[src/hw/rtl/swmf_pkg.sv]
// Shared types and constants for the sliding window median filter.
// No dependencies.
package swmf_pkg;
    localparam int ORDER_MAX_DEF    = 16;
    localparam int CHANNELS_DEF     = 8;
    localparam int SAMPLE_WIDTH_DEF = 32;
    localparam int CFG_WIDTH        = 5;
    localparam int REG_ORDER_W      = 5;
    localparam int REG_CHANS_W      = 4;
    localparam int CHANNEL_W        = 3;

    typedef enum logic [0:0] {
        REG_WINDOW_ORDER    = 1'b0,
        REG_CHANNELS_IN_USE = 1'b1
    } reg_index_t;
endpackage

[src/hw/rtl/sliding_window_median_filter_top.sv]
// Top level of the sliding window median filter: control sequencer around the window memory.
// Uses swmf_pkg and swmf_window_ram.
//
// Usage:
// - Input channel s_*: one item is one channel element of a frame (sample, invalid flag,
//   channel index, frame_end). Result channel m_*: median, channel, frame_end.
// - Configuration: write cfg_we with cfg_index/cfg_data while idle. Writing window_order
//   clears all windows; this runs a clearing pass over the CHANNELS*ORDER_MAX entries (128
//   at the defaults) during which no item is accepted. Reset runs the same pass.
// - Each item on a channel in use writes its sample into the channel's window; after warmup
//   it then ranks window entries against the whole window. The window memory has one read
//   port, so entries are ranked one at a time and each rank pass reads the whole window.
//   The scan stops once the needed ranks are found; the next item is accepted only after
//   the scan ends and the result moves to the output register.
// - Items that give no result (warmup, channel out of use) do not hold up the next item.
// - A finished result sits in the output register; the next item is accepted while it
//   waits, and the block stalls only when a second result is ready before the first is
//   taken.
// - Reset (aresetn low, synchronous) clears control state and starts the clearing pass.
module sliding_window_median_filter_top
    import swmf_pkg::*;
#(
    parameter int ORDER_MAX    = ORDER_MAX_DEF,
    parameter int CHANNELS     = CHANNELS_DEF,
    parameter int SAMPLE_WIDTH = SAMPLE_WIDTH_DEF
) (
    input  logic                    aclk,
    input  logic                    aresetn,
    input  logic                    cfg_we,
    input  logic [0:0]              cfg_index,
    input  logic [CFG_WIDTH-1:0]    cfg_data,
    input  logic                    s_valid,
    output logic                    s_ready,
    input  logic signed [SAMPLE_WIDTH-1:0] s_sample,
    input  logic                    s_sample_invalid,
    input  logic [CHANNEL_W-1:0]    s_channel,
    input  logic                    s_frame_end,
    output logic                    m_valid,
    input  logic                    m_ready,
    output logic signed [SAMPLE_WIDTH-1:0] m_median,
    output logic [CHANNEL_W-1:0]    m_out_channel,
    output logic                    m_out_frame_end
);
    localparam int DEPTH = CHANNELS * ORDER_MAX;
    localparam int AW    = $clog2(DEPTH);
    localparam int OW    = $clog2(ORDER_MAX + 1);
    localparam int PW    = (ORDER_MAX > 1) ? $clog2(ORDER_MAX) : 1;
    localparam int CW    = (CHANNELS > 1) ? $clog2(CHANNELS) : 1;
    localparam int W     = SAMPLE_WIDTH;

    typedef enum logic [6:0] {
        ST_CLEAR  = 7'b0000001,
        ST_IDLE   = 7'b0000010,
        ST_OUTER  = 7'b0000100,
        ST_IWAIT  = 7'b0001000,
        ST_INNER  = 7'b0010000,
        ST_CHECK  = 7'b0100000,
        ST_EMIT   = 7'b1000000
    } state_t;

    state_t state_reg, state_next;
    logic [REG_ORDER_W-1:0] order_cfg_reg;
    logic [REG_CHANS_W-1:0] chans_cfg_reg;
    logic [AW:0]  clr_reg;
    logic [PW-1:0] wpos_reg;
    logic [PW-1:0] warm_reg;
    logic [OW-1:0] ord;
    logic [OW-1:0] chans_n;
    logic [PW-1:0] delay;

    // item registers
    logic [W-1:0]  val_reg;
    logic [CW-1:0] ch_reg;
    logic [CHANNEL_W-1:0] och_reg;
    logic          fe_reg;
    logic [OW-1:0] i_reg, j_reg;
    logic [W-1:0]  ki_reg;
    logic [OW-1:0] lt_reg, le_reg;
    logic          got_lo_reg, got_hi_reg;
    logic [W-1:0]  lo_reg, hi_reg;

    logic          wr_en;
    logic [AW-1:0] wr_addr, rd_addr;
    logic [W-1:0]  wr_data, rd_data;

    // effective order and channel count
    always_comb begin
        if (order_cfg_reg == '0) ord = OW'(1);
        else if (32'(order_cfg_reg) > ORDER_MAX) ord = OW'(ORDER_MAX);
        else ord = OW'(order_cfg_reg);
        if (chans_cfg_reg == '0) chans_n = OW'(1);
        else if (32'(chans_cfg_reg) > CHANNELS) chans_n = OW'(CHANNELS);
        else chans_n = OW'(chans_cfg_reg);
    end
    logic [OW-1:0] ord_m1;
    assign ord_m1 = ord - OW'(1);
    assign delay  = PW'(ord_m1 >> 1);

    logic [PW-1:0] wpos_eff;
    assign wpos_eff = (OW'(wpos_reg) >= ord) ? '0 : wpos_reg;

    logic in_use;
    assign in_use = (OW'(s_channel) < chans_n) && (32'(s_channel) < CHANNELS);
    logic out_free;
    assign out_free = !m_valid || m_ready;
    assign s_ready = (state_reg == ST_IDLE) && aresetn;

    logic acc;
    assign acc = s_valid && s_ready;

    // an order write restarts the windows
    logic order_wr;
    assign order_wr = cfg_we && (cfg_index == REG_WINDOW_ORDER);

    logic [AW-1:0] base;
    assign base = AW'(32'(ch_reg) * ORDER_MAX);

    swmf_window_ram #(.DEPTH(DEPTH), .WIDTH(W)) u_ram (
        .aclk    (aclk),
        .wr_en   (wr_en),
        .wr_addr (wr_addr),
        .wr_data (wr_data),
        .rd_addr (rd_addr),
        .rd_data (rd_data)
    );

    // write: clearing pass or new sample
    always_comb begin
        wr_en   = 1'b0;
        wr_addr = AW'(clr_reg);
        wr_data = '0;
        if (state_reg == ST_CLEAR) begin
            wr_en = 1'b1;
        end else if (acc && in_use) begin
            wr_en   = 1'b1;
            wr_addr = AW'(32'(s_channel) * ORDER_MAX) + AW'(wpos_eff);
            wr_data = s_sample_invalid ? '0 : s_sample;
        end
    end

    // read address: outer entry in ST_OUTER, inner entry in all other states
    always_comb begin
        if (state_reg == ST_OUTER) rd_addr = base + AW'(i_reg);
        else rd_addr = base + AW'(j_reg);
    end

    logic [W-1:0] kj_sw, ki_sw;
    assign kj_sw = rd_data ^ {1'b1, {(W-1){1'b0}}};
    assign ki_sw = ki_reg  ^ {1'b1, {(W-1){1'b0}}};

    logic [OW-1:0] lt_n, le_n;
    assign lt_n = lt_reg + OW'(kj_sw <  ki_sw);
    assign le_n = le_reg + OW'(kj_sw <= ki_sw);

    logic [OW-1:0] k_lo, k_hi;
    assign k_lo = OW'(delay);
    assign k_hi = OW'(delay) + OW'(1);
    logic hit_lo, hit_hi, even;
    assign hit_lo = (lt_reg <= k_lo) && (k_lo < le_reg);
    assign hit_hi = (lt_reg <= k_hi) && (k_hi < le_reg);
    assign even   = !ord[0];

    logic [W-1:0] med;
    always_comb begin
        med = lo_reg;
        if (even) begin
            med = {lo_reg[W-1], lo_reg[W-1:1]} + {hi_reg[W-1], hi_reg[W-1:1]}
                + W'(lo_reg[0] & hi_reg[0]);
        end
    end

    always_comb begin
        state_next = state_reg;
        unique case (state_reg)
            ST_CLEAR: if (clr_reg == (AW+1)'(DEPTH - 1)) state_next = ST_IDLE;
            ST_IDLE: begin
                if (acc && in_use && warm_reg >= delay) state_next = ST_OUTER;
            end
            ST_OUTER: state_next = ST_IWAIT;
            ST_IWAIT: state_next = ST_INNER;
            // read data lags the inner index by one: the last entry arrives at j == ord
            ST_INNER: if (j_reg == ord) state_next = ST_CHECK;
            ST_CHECK: begin
                // stop once both ranks (or the one needed) are found
                if ((got_lo_reg || hit_lo) && (!even || got_hi_reg || hit_hi))
                    state_next = ST_EMIT;
                else if (i_reg == ord_m1) state_next = ST_EMIT;
                else state_next = ST_OUTER;
            end
            ST_EMIT: if (out_free) state_next = ST_IDLE;
            default: state_next = ST_CLEAR;
        endcase
        if (order_wr) state_next = ST_CLEAR;
    end

    always_ff @(posedge aclk) begin
        if (!aresetn) begin
            state_reg     <= ST_CLEAR;
            order_cfg_reg <= REG_ORDER_W'(5);
            chans_cfg_reg <= REG_CHANS_W'(1);
            clr_reg       <= '0;
            wpos_reg      <= '0;
            warm_reg      <= '0;
            m_valid       <= 1'b0;
        end else begin
            state_reg <= state_next;
            if (order_wr) clr_reg <= '0;
            else if (state_reg == ST_CLEAR) clr_reg <= clr_reg + 1'b1;
            if (cfg_we) begin
                unique case (cfg_index)
                    REG_WINDOW_ORDER: order_cfg_reg <= cfg_data[REG_ORDER_W-1:0];
                    REG_CHANNELS_IN_USE: chans_cfg_reg <= cfg_data[REG_CHANS_W-1:0];
                    default: ;
                endcase
            end
            if (order_wr) begin
                wpos_reg <= '0;
                warm_reg <= '0;
            end else if (acc) begin
                if (s_frame_end) begin
                    wpos_reg <= (OW'(wpos_eff) + OW'(1) >= ord) ? '0 : wpos_eff + 1'b1;
                    if (warm_reg < delay) warm_reg <= warm_reg + 1'b1;
                end else begin
                    wpos_reg <= wpos_eff;
                end
            end
            if (state_reg == ST_EMIT && out_free) m_valid <= 1'b1;
            else if (m_valid && m_ready) m_valid <= 1'b0;
        end
    end

    // datapath registers
    always_ff @(posedge aclk) begin
        if (acc) begin
            ch_reg     <= CW'(s_channel);
            och_reg    <= s_channel;
            fe_reg     <= s_frame_end;
            i_reg      <= '0;
            got_lo_reg <= 1'b0;
            got_hi_reg <= 1'b0;
        end
        if (state_reg == ST_OUTER) begin
            j_reg  <= '0;
            lt_reg <= '0;
            le_reg <= '0;
        end
        if (state_reg == ST_IWAIT) begin
            ki_reg <= rd_data;
            j_reg  <= j_reg + 1'b1;
        end
        if (state_reg == ST_INNER) begin
            lt_reg <= lt_n;
            le_reg <= le_n;
            if (j_reg != ord) j_reg <= j_reg + 1'b1;
        end
        if (state_reg == ST_CHECK) begin
            i_reg <= i_reg + 1'b1;
            if (hit_lo && !got_lo_reg) begin
                lo_reg <= ki_reg;
                got_lo_reg <= 1'b1;
            end
            if (hit_hi && !got_hi_reg) begin
                hi_reg <= ki_reg;
                got_hi_reg <= 1'b1;
            end
        end
        if (state_reg == ST_EMIT && out_free) begin
            m_median        <= med;
            m_out_channel   <= och_reg;
            m_out_frame_end <= fe_reg;
        end
    end

    a_ready_idle: assert property (@(posedge aclk) disable iff (!aresetn)
        s_ready |-> state_reg == ST_IDLE) else $error("ready outside idle");
    a_no_acc_clear: assert property (@(posedge aclk) disable iff (!aresetn)
        state_reg == ST_CLEAR |-> !s_ready) else $error("accept during clear");
    a_emit_valid: assert property (@(posedge aclk) disable iff (!aresetn)
        (state_reg == ST_EMIT && out_free && !order_wr)
        |=> m_valid) else $error("result lost");
    a_count_bound: assert property (@(posedge aclk) disable iff (!aresetn)
        state_reg == ST_CHECK |-> le_reg <= ord && lt_reg <= le_reg)
        else $error("rank counts out of range");
endmodule

[src/hw/rtl/swmf_window_ram.sv]
// Window storage: one synchronous memory, one write port, one registered read port.
// Uses swmf_pkg.
module swmf_window_ram
    import swmf_pkg::*;
#(
    parameter int DEPTH = 128,
    parameter int WIDTH = 32
) (
    input  logic                     aclk,
    input  logic                     wr_en,
    input  logic [$clog2(DEPTH)-1:0] wr_addr,
    input  logic [WIDTH-1:0]         wr_data,
    input  logic [$clog2(DEPTH)-1:0] rd_addr,
    output logic [WIDTH-1:0]         rd_data
);
    logic [WIDTH-1:0] mem [DEPTH];

    always_ff @(posedge aclk) begin
        if (wr_en) begin
            mem[wr_addr] <= wr_data;
        end
        rd_data <= mem[rd_addr];
    end
endmodule

[config.mk]
export PLATFORM = sky130hd
export DESIGN_NAME = sliding_window_median_filter_top
export DESIGN_NICKNAME = d
export VERILOG_FILES = /design/src/hw/rtl/swmf_pkg.sv /design/src/hw/rtl/sliding_window_median_filter_top.sv /design/src/hw/rtl/swmf_window_ram.sv
export SDC_FILE = /design/constraint.sdc
export NUM_CORES = 2
export LEC_CHECK = 0
export ABC_AREA = 0
export ABC_CLOCK_PERIOD_IN_PS = 16200
export BUFFER_PORTS_ARGS = -buffer_cell sky130_fd_sc_hd__buf_2
export CAP_MARGIN = 20
export CELL_PAD_IN_SITES_DETAIL_PLACEMENT = 2
export CELL_PAD_IN_SITES_GLOBAL_PLACEMENT = 2
export CORE_MARGIN = 3
export CORE_UTILIZATION = 58
export CTS_BUF_LIST = sky130_fd_sc_hd__clkbuf_8
export DETAILED_ROUTE_END_ITERATION = 7
export GPL_TIMING_DRIVEN = 0
export PLACE_DENSITY = 0.85
export SLEW_MARGIN = 30
export SYNTH_ARGS = -nofsm -noshare
export SYNTH_HDL_FRONTEND = slang
export SYNTH_HIERARCHICAL = 1
export SYNTH_SLANG_ARGS = --single-unit
[constraint.sdc]
create_clock -name aclk -period 16.2 [get_ports aclk]
set_clock_uncertainty 0.2 [all_clocks]
set_input_delay 1.62 -clock aclk [delete_from_list [all_inputs] [get_ports aclk]]
set_output_delay 1.62 -clock aclk [all_outputs]
set_load 0.005 [all_outputs]
==> results.yml, run 1 <==
die:
  initial_core_util_pct: 58.4
  std_cell_rows: 196
  pin_count: 86
  fp.dieH_um: 543
  die_x_um: 543
placed_design:
  gp_congestion: 0.886
  port_buffers: 85
logic_synthesis:
  async_flop_share_pct: 0
  netlist_area_sq_um: 167000
  synth_seq_area_share_pct: 77.3
  synth_cell_types: 73
  synth-main-ff-cell: "edfxtp_1"
  synth_fp_nets: 7133
  synthCells: 6979
  synth_edf_count: 4247
  syn_area_per_cell_sq_um: 23.9
  ys_ff_latch: 4319
  yosysWarnings: 6
run_status:
  haltStage: "detailed placement (3_5_place_dp)"
  error_line: "Error: detail_place.tcl, 38 bad optional access"
  status: "did not finish"
[stage by stage]
| step | hold WS, ps | cell area [sq um] | instances | worst slack, ps |
|---|---|---|---|---|
| global placement | 218 | 172000 | 10800 | 4840 |
| floorplan | 200 | 167000 | 6979 | 9850 |
[logic make-up after synthesis]
family	after synthesis	share of synthesized area, %
AOI/OAI and AO/OA	225	0.885
xor gates and xnor gates	52	0.273
adders and majority gates	108	0.815
buffers and inverters	404	0.986
DFF	4319	77.3
muxes	1389	18.4
and+or+nand+nor	482	1.36
[cells in the mapped netlist, types with 20 or more instances]
| library cell | n | share of area [%] |
|---|---|---|
| a21o_1 | 32 | 0.14 |
| a21oi_1 | 56 | 0.17 |
| and2_1 | 37 | 0.14 |
| buf_1 | 53 | 0.12 |
| buf_2 | 82 | 0.25 |
| clkbuf_1 | 197 | 0.44 |
| dfxtp_1 | 72 | 0.86 |
| edfxtp_1 | 4247 | 76 |
| ha_1 | 104 | 0.78 |
| inv_1 | 65 | 0.15 |
| mux2_2 | 42 | 0.28 |
| mux4_2 | 1344 | 18 |
| nand2_1 | 86 | 0.19 |
| nand3_1 | 40 | 0.12 |
| nor2_1 | 206 | 0.46 |
| nor2b_1 | 20 | 0.075 |
| nor3_1 | 22 | 0.066 |
| o21ai_0 | 46 | 0.14 |
| xnor2_1 | 24 | 0.13 |
| xor2_1 | 28 | 0.15 |
==> run 2: changes to the inputs <==
CELL_PAD_IN_SITES_DETAIL_PLACEMENT = not set   (was 2)
CELL_PAD_IN_SITES_GLOBAL_PLACEMENT = not set   (was 2)
CORE_UTILIZATION = 40   (was 58)
CTS_BUF_LIST = not set   (was sky130_fd_sc_hd__clkbuf_8)
PLACE_DENSITY = not set   (was 0.85)
PLACE_DENSITY_LB_ADDON = 0.15   (was not set)
==> results.yml, run 2 <==
clock_tree:
  cts_max_level: 5
  cts_resized: 0
  cts_tree: "yes"
  clockRootBuffer: "clkbuf_16"
  holdBufCountCts: 0
  clockBufferDepth: 4
  cts_sinks: 4319
  clk_pin_slew_ps: 60
  insertion_delay_ps: 990
  post-cts-setup-buffers: 0
  cts_buffers: 443
global_route:
  grt_pass1_wl_um: 650000
  grt_max_degree: 69
  antenna_found_initial: 87
  grt_overflow: 0
  grt_usage_pct: 22.0
  grt_pass1_vias: 80400
placed_design:
  port_buffers: 85
  gp_congestion: 0.823
  dp_hpwl_um: 333000
finish:
  regMostFlops: "u_ram/mem"
  multi_input_area_sq_um: 37400
  postLayoutCoreUtil_pct: 47.9
  area_growth_syn_to_layout_pct: 18.8
  largest_reg_flops: 4096
  fillers: 33200
  drive_gt1_share_pct: 34.2
  mostFrequentLayoutCell: "edfxtp_1"
  nets: 8037
  final_cell_mix: "4,247 x edfxtp_1, 1,344 x mux4_2, 448 x clkbuf_16"
  register_area_sq_um: 129000
drt:
  first_pass_iters: 6
  routedWlPerCell_um: 34.0
  detail-route-antenna-nets: 0
  dr_wl_met3_um: 42300
  wl_met1_um: 192000
  met2_length_um: 219000
  vias_per_cell: 5.77
  drc: 0
  drtIter0Drc: 10500
  wirelength_um: 469000
  top_layer: "met5"
  vias: 79600
logic_synthesis:
  synth_fp_nets: 7133
  synthTopCellsByCount: "4,247 x edfxtp_1, 1,344 x mux4_2, 206 x nor2_1, 197 x clkbuf_1, 104 x ha_1"
  synthCells: 6979
  syn_area_per_cell_sq_um: 23.9
  synth_cell_types: 73
  synth_most_common_cell: "edfxtp_1"
  synth-main-ff-cell: "edfxtp_1"
  yosys.area.top_type: "edfxtp_1"
  yosysWarnings: 6
  async_flop_share_pct: 0
  synth_edf_count: 4247
  post-synth-top-area-fraction_pct: 76.4
  ys_ff_latch: 4319
  netlist_area_sq_um: 167000
  synthTopCellsByArea: "edfxtp_1 76%, mux4_2 18%, dfxtp_1 0.86%"
  synth_seq_area_share_pct: 77.3
worst_hold_path:
  hold_class: "flop to flop"
die:
  coreArea_sq_um: 414000
  std_cell_rows: 236
  pin_count: 86
  die_area_sq_um: 425000
  initial_core_util_pct: 40.3
  fp.dieH_um: 652
  die_x_um: 652
power:
  clock_power_share_pct: 45.0
  combPwrFrac_pct: 0.7
  seq_power_share_pct: 54.3
  leakage_uw: 0.0715
  p_sw_share_pct: 19.7
  p_int_uw: 17900
  power_density_nw_per_um2: 112
  p_switching_uw: 4390
  p_total_uw: 22300
  vdd_drop_max_mv: 0.106
setup_path:
  endpoint: "u_ram/mem[95][10]$_DFFE_PP_"
  cp_slowest_cell: "clkbuf_2"
  ff2ff_path_depth: 19
  worst-path-buf-inv: 7
  worst_ep_arrival_time_ps: 8870
  worst-path-stages: 19
  cp.required_ps: 16670
  r2r_start: "order_cfg_reg[3]$_SDFFE_PN0P_"
  cpPeakStageDelay_ps: 810
  worstSetupPathType: "flop to flop"
  cp_max_fo: 14
  timing.rr.end: "u_ram/mem[95][10]$_DFFE_PP_"
  critPathCaptureType: "flop"
  setup.worst_path.start: "order_cfg_reg[3]$_SDFFE_PN0P_"
  start_kind: "flop"
  crit_chain: "nor3_1 -> o21ai_0 -> buf_2 -> clkinv_1 -> clkbuf_1 -> ha_1 -> nand2b_1 -> a21o_1 -> maj3_1 -> a21oi_1 -> nor2_1 -> nor2_1 -> mux2_2 -> clkbuf_1 -> nand4_1 -> clkbuf_2 -> nor2_4 -> buf_16 -> buf_16"
  path_delay_family: "buffers and inverters"
  rrSetupSlack_ps: 7800
timing:
  clock.fmax_mhz: 119
  setup-tns-final_ps: 0
  hold_violations: 0
  final_max_slew_viol_count: 0
  tightest_slew_ps: 1100
  slew_headroom_pct: 26.7
  fin_crit_sh_pct: 51.8
  period_minus_slack_ps: 8400
  setup_viol: 0
  rsz0062_at_grt: "false"
run_status:
  status: "completed"
flow_run:
  drv_cap: 0
==> run 2: cell counts after synthesis <==
Identical to the previous run, type by type.
==> run 2: worst min-delay path by stage <==
stage | start | endpoint | slack (ps) | depth (start not counted)
finish | u_ram/rd_data[20]$_DFF_P_ | ki_reg[20]$_DFFE_PP_ | 230 | 0
global placement | fe_reg$_DFFE_PP_ | m_out_frame_end$_DFFE_PP_ | 220 | 0
detailed placement | fe_reg$_DFFE_PP_ | m_out_frame_end$_DFFE_PP_ | 220 | 0
CTS | u_ram/rd_data[20]$_DFF_P_ | ki_reg[20]$_DFFE_PP_ | 230 | 0
floorplan | fe_reg$_DFFE_PP_ | m_out_frame_end$_DFFE_PP_ | 200 | 0
global route | fe_reg$_DFFE_PP_ | m_out_frame_end$_DFFE_PP_ | 230 | 0
==> run 2: metal layers <==
| metal | vias up | global-route usage (%) |
|---|---|---|
| li1 | 32000 | - |
| met1 | 43500 | 31.1 |
| met2 | 3434 | 34.4 |
| met3 | 626 | 4.69 |
| met4 | 12 | 6.72 |
| met5 | - | 0 |
==> run 2: cell type report <==
class                   count  share of cell area (%)
diodes                     59                  0.0744
plain buffers             338                   0.782
clock buffers             549                    5.86
clock inverters           270                    1.31
inverters                  66                   0.125
multi-input cells        2256                    18.8
flip-flops and latches   4319                    65.0
well taps                5474                    3.45
repair buffers            459                    4.57
==> run 2: cell families (layout without fill, tap and decap cells) <==
family / count (synthesis) / in the layout / share of synthesized area, %
flip-flops: 4319 / 4319 / 77.3
buffers and inverters: 404 / 1682 / 0.986
adder cells (fa/ha/maj): 108 / 108 / 0.815
AND/OR/NAND/NOR: 482 / 482 / 1.36
multiplexers: 1389 / 1389 / 18.4
other: 0 / 59 / 0
XOR/XNOR: 52 / 52 / 0.273
AO/OA/AOI/OAI: 225 / 225 / 0.885
==> run 2: power groups by stage <==
stage               clock (uW)  sequential, uW  combinational [uW]
floorplan                    0           12300                80.1
finish                   10000           12100                 163
global placement             0           12400                 142
CTS                      10300           12100                 161
detailed placement           0           12400                 160
global route             10700           12100                 172
==> run 2: metrics by stage <==
| step | instances | instance area [sq um] | worst slack, ps | hold slack (ps) |
|---|---|---|---|---|
| after global routing | 13800 | 198000 | 7740 | 234 |
| after floorplan | 6979 | 167000 | 9850 | 200 |
| final | 13800 | 198000 | 7800 | 225 |
| after CTS | 13700 | 198000 | 7980 | 230 |
| after global placement | 12500 | 174000 | 4140 | 221 |
| after detailed placement | 12900 | 184000 | 8050 | 216 |
(Power assumes the default switching activity.)
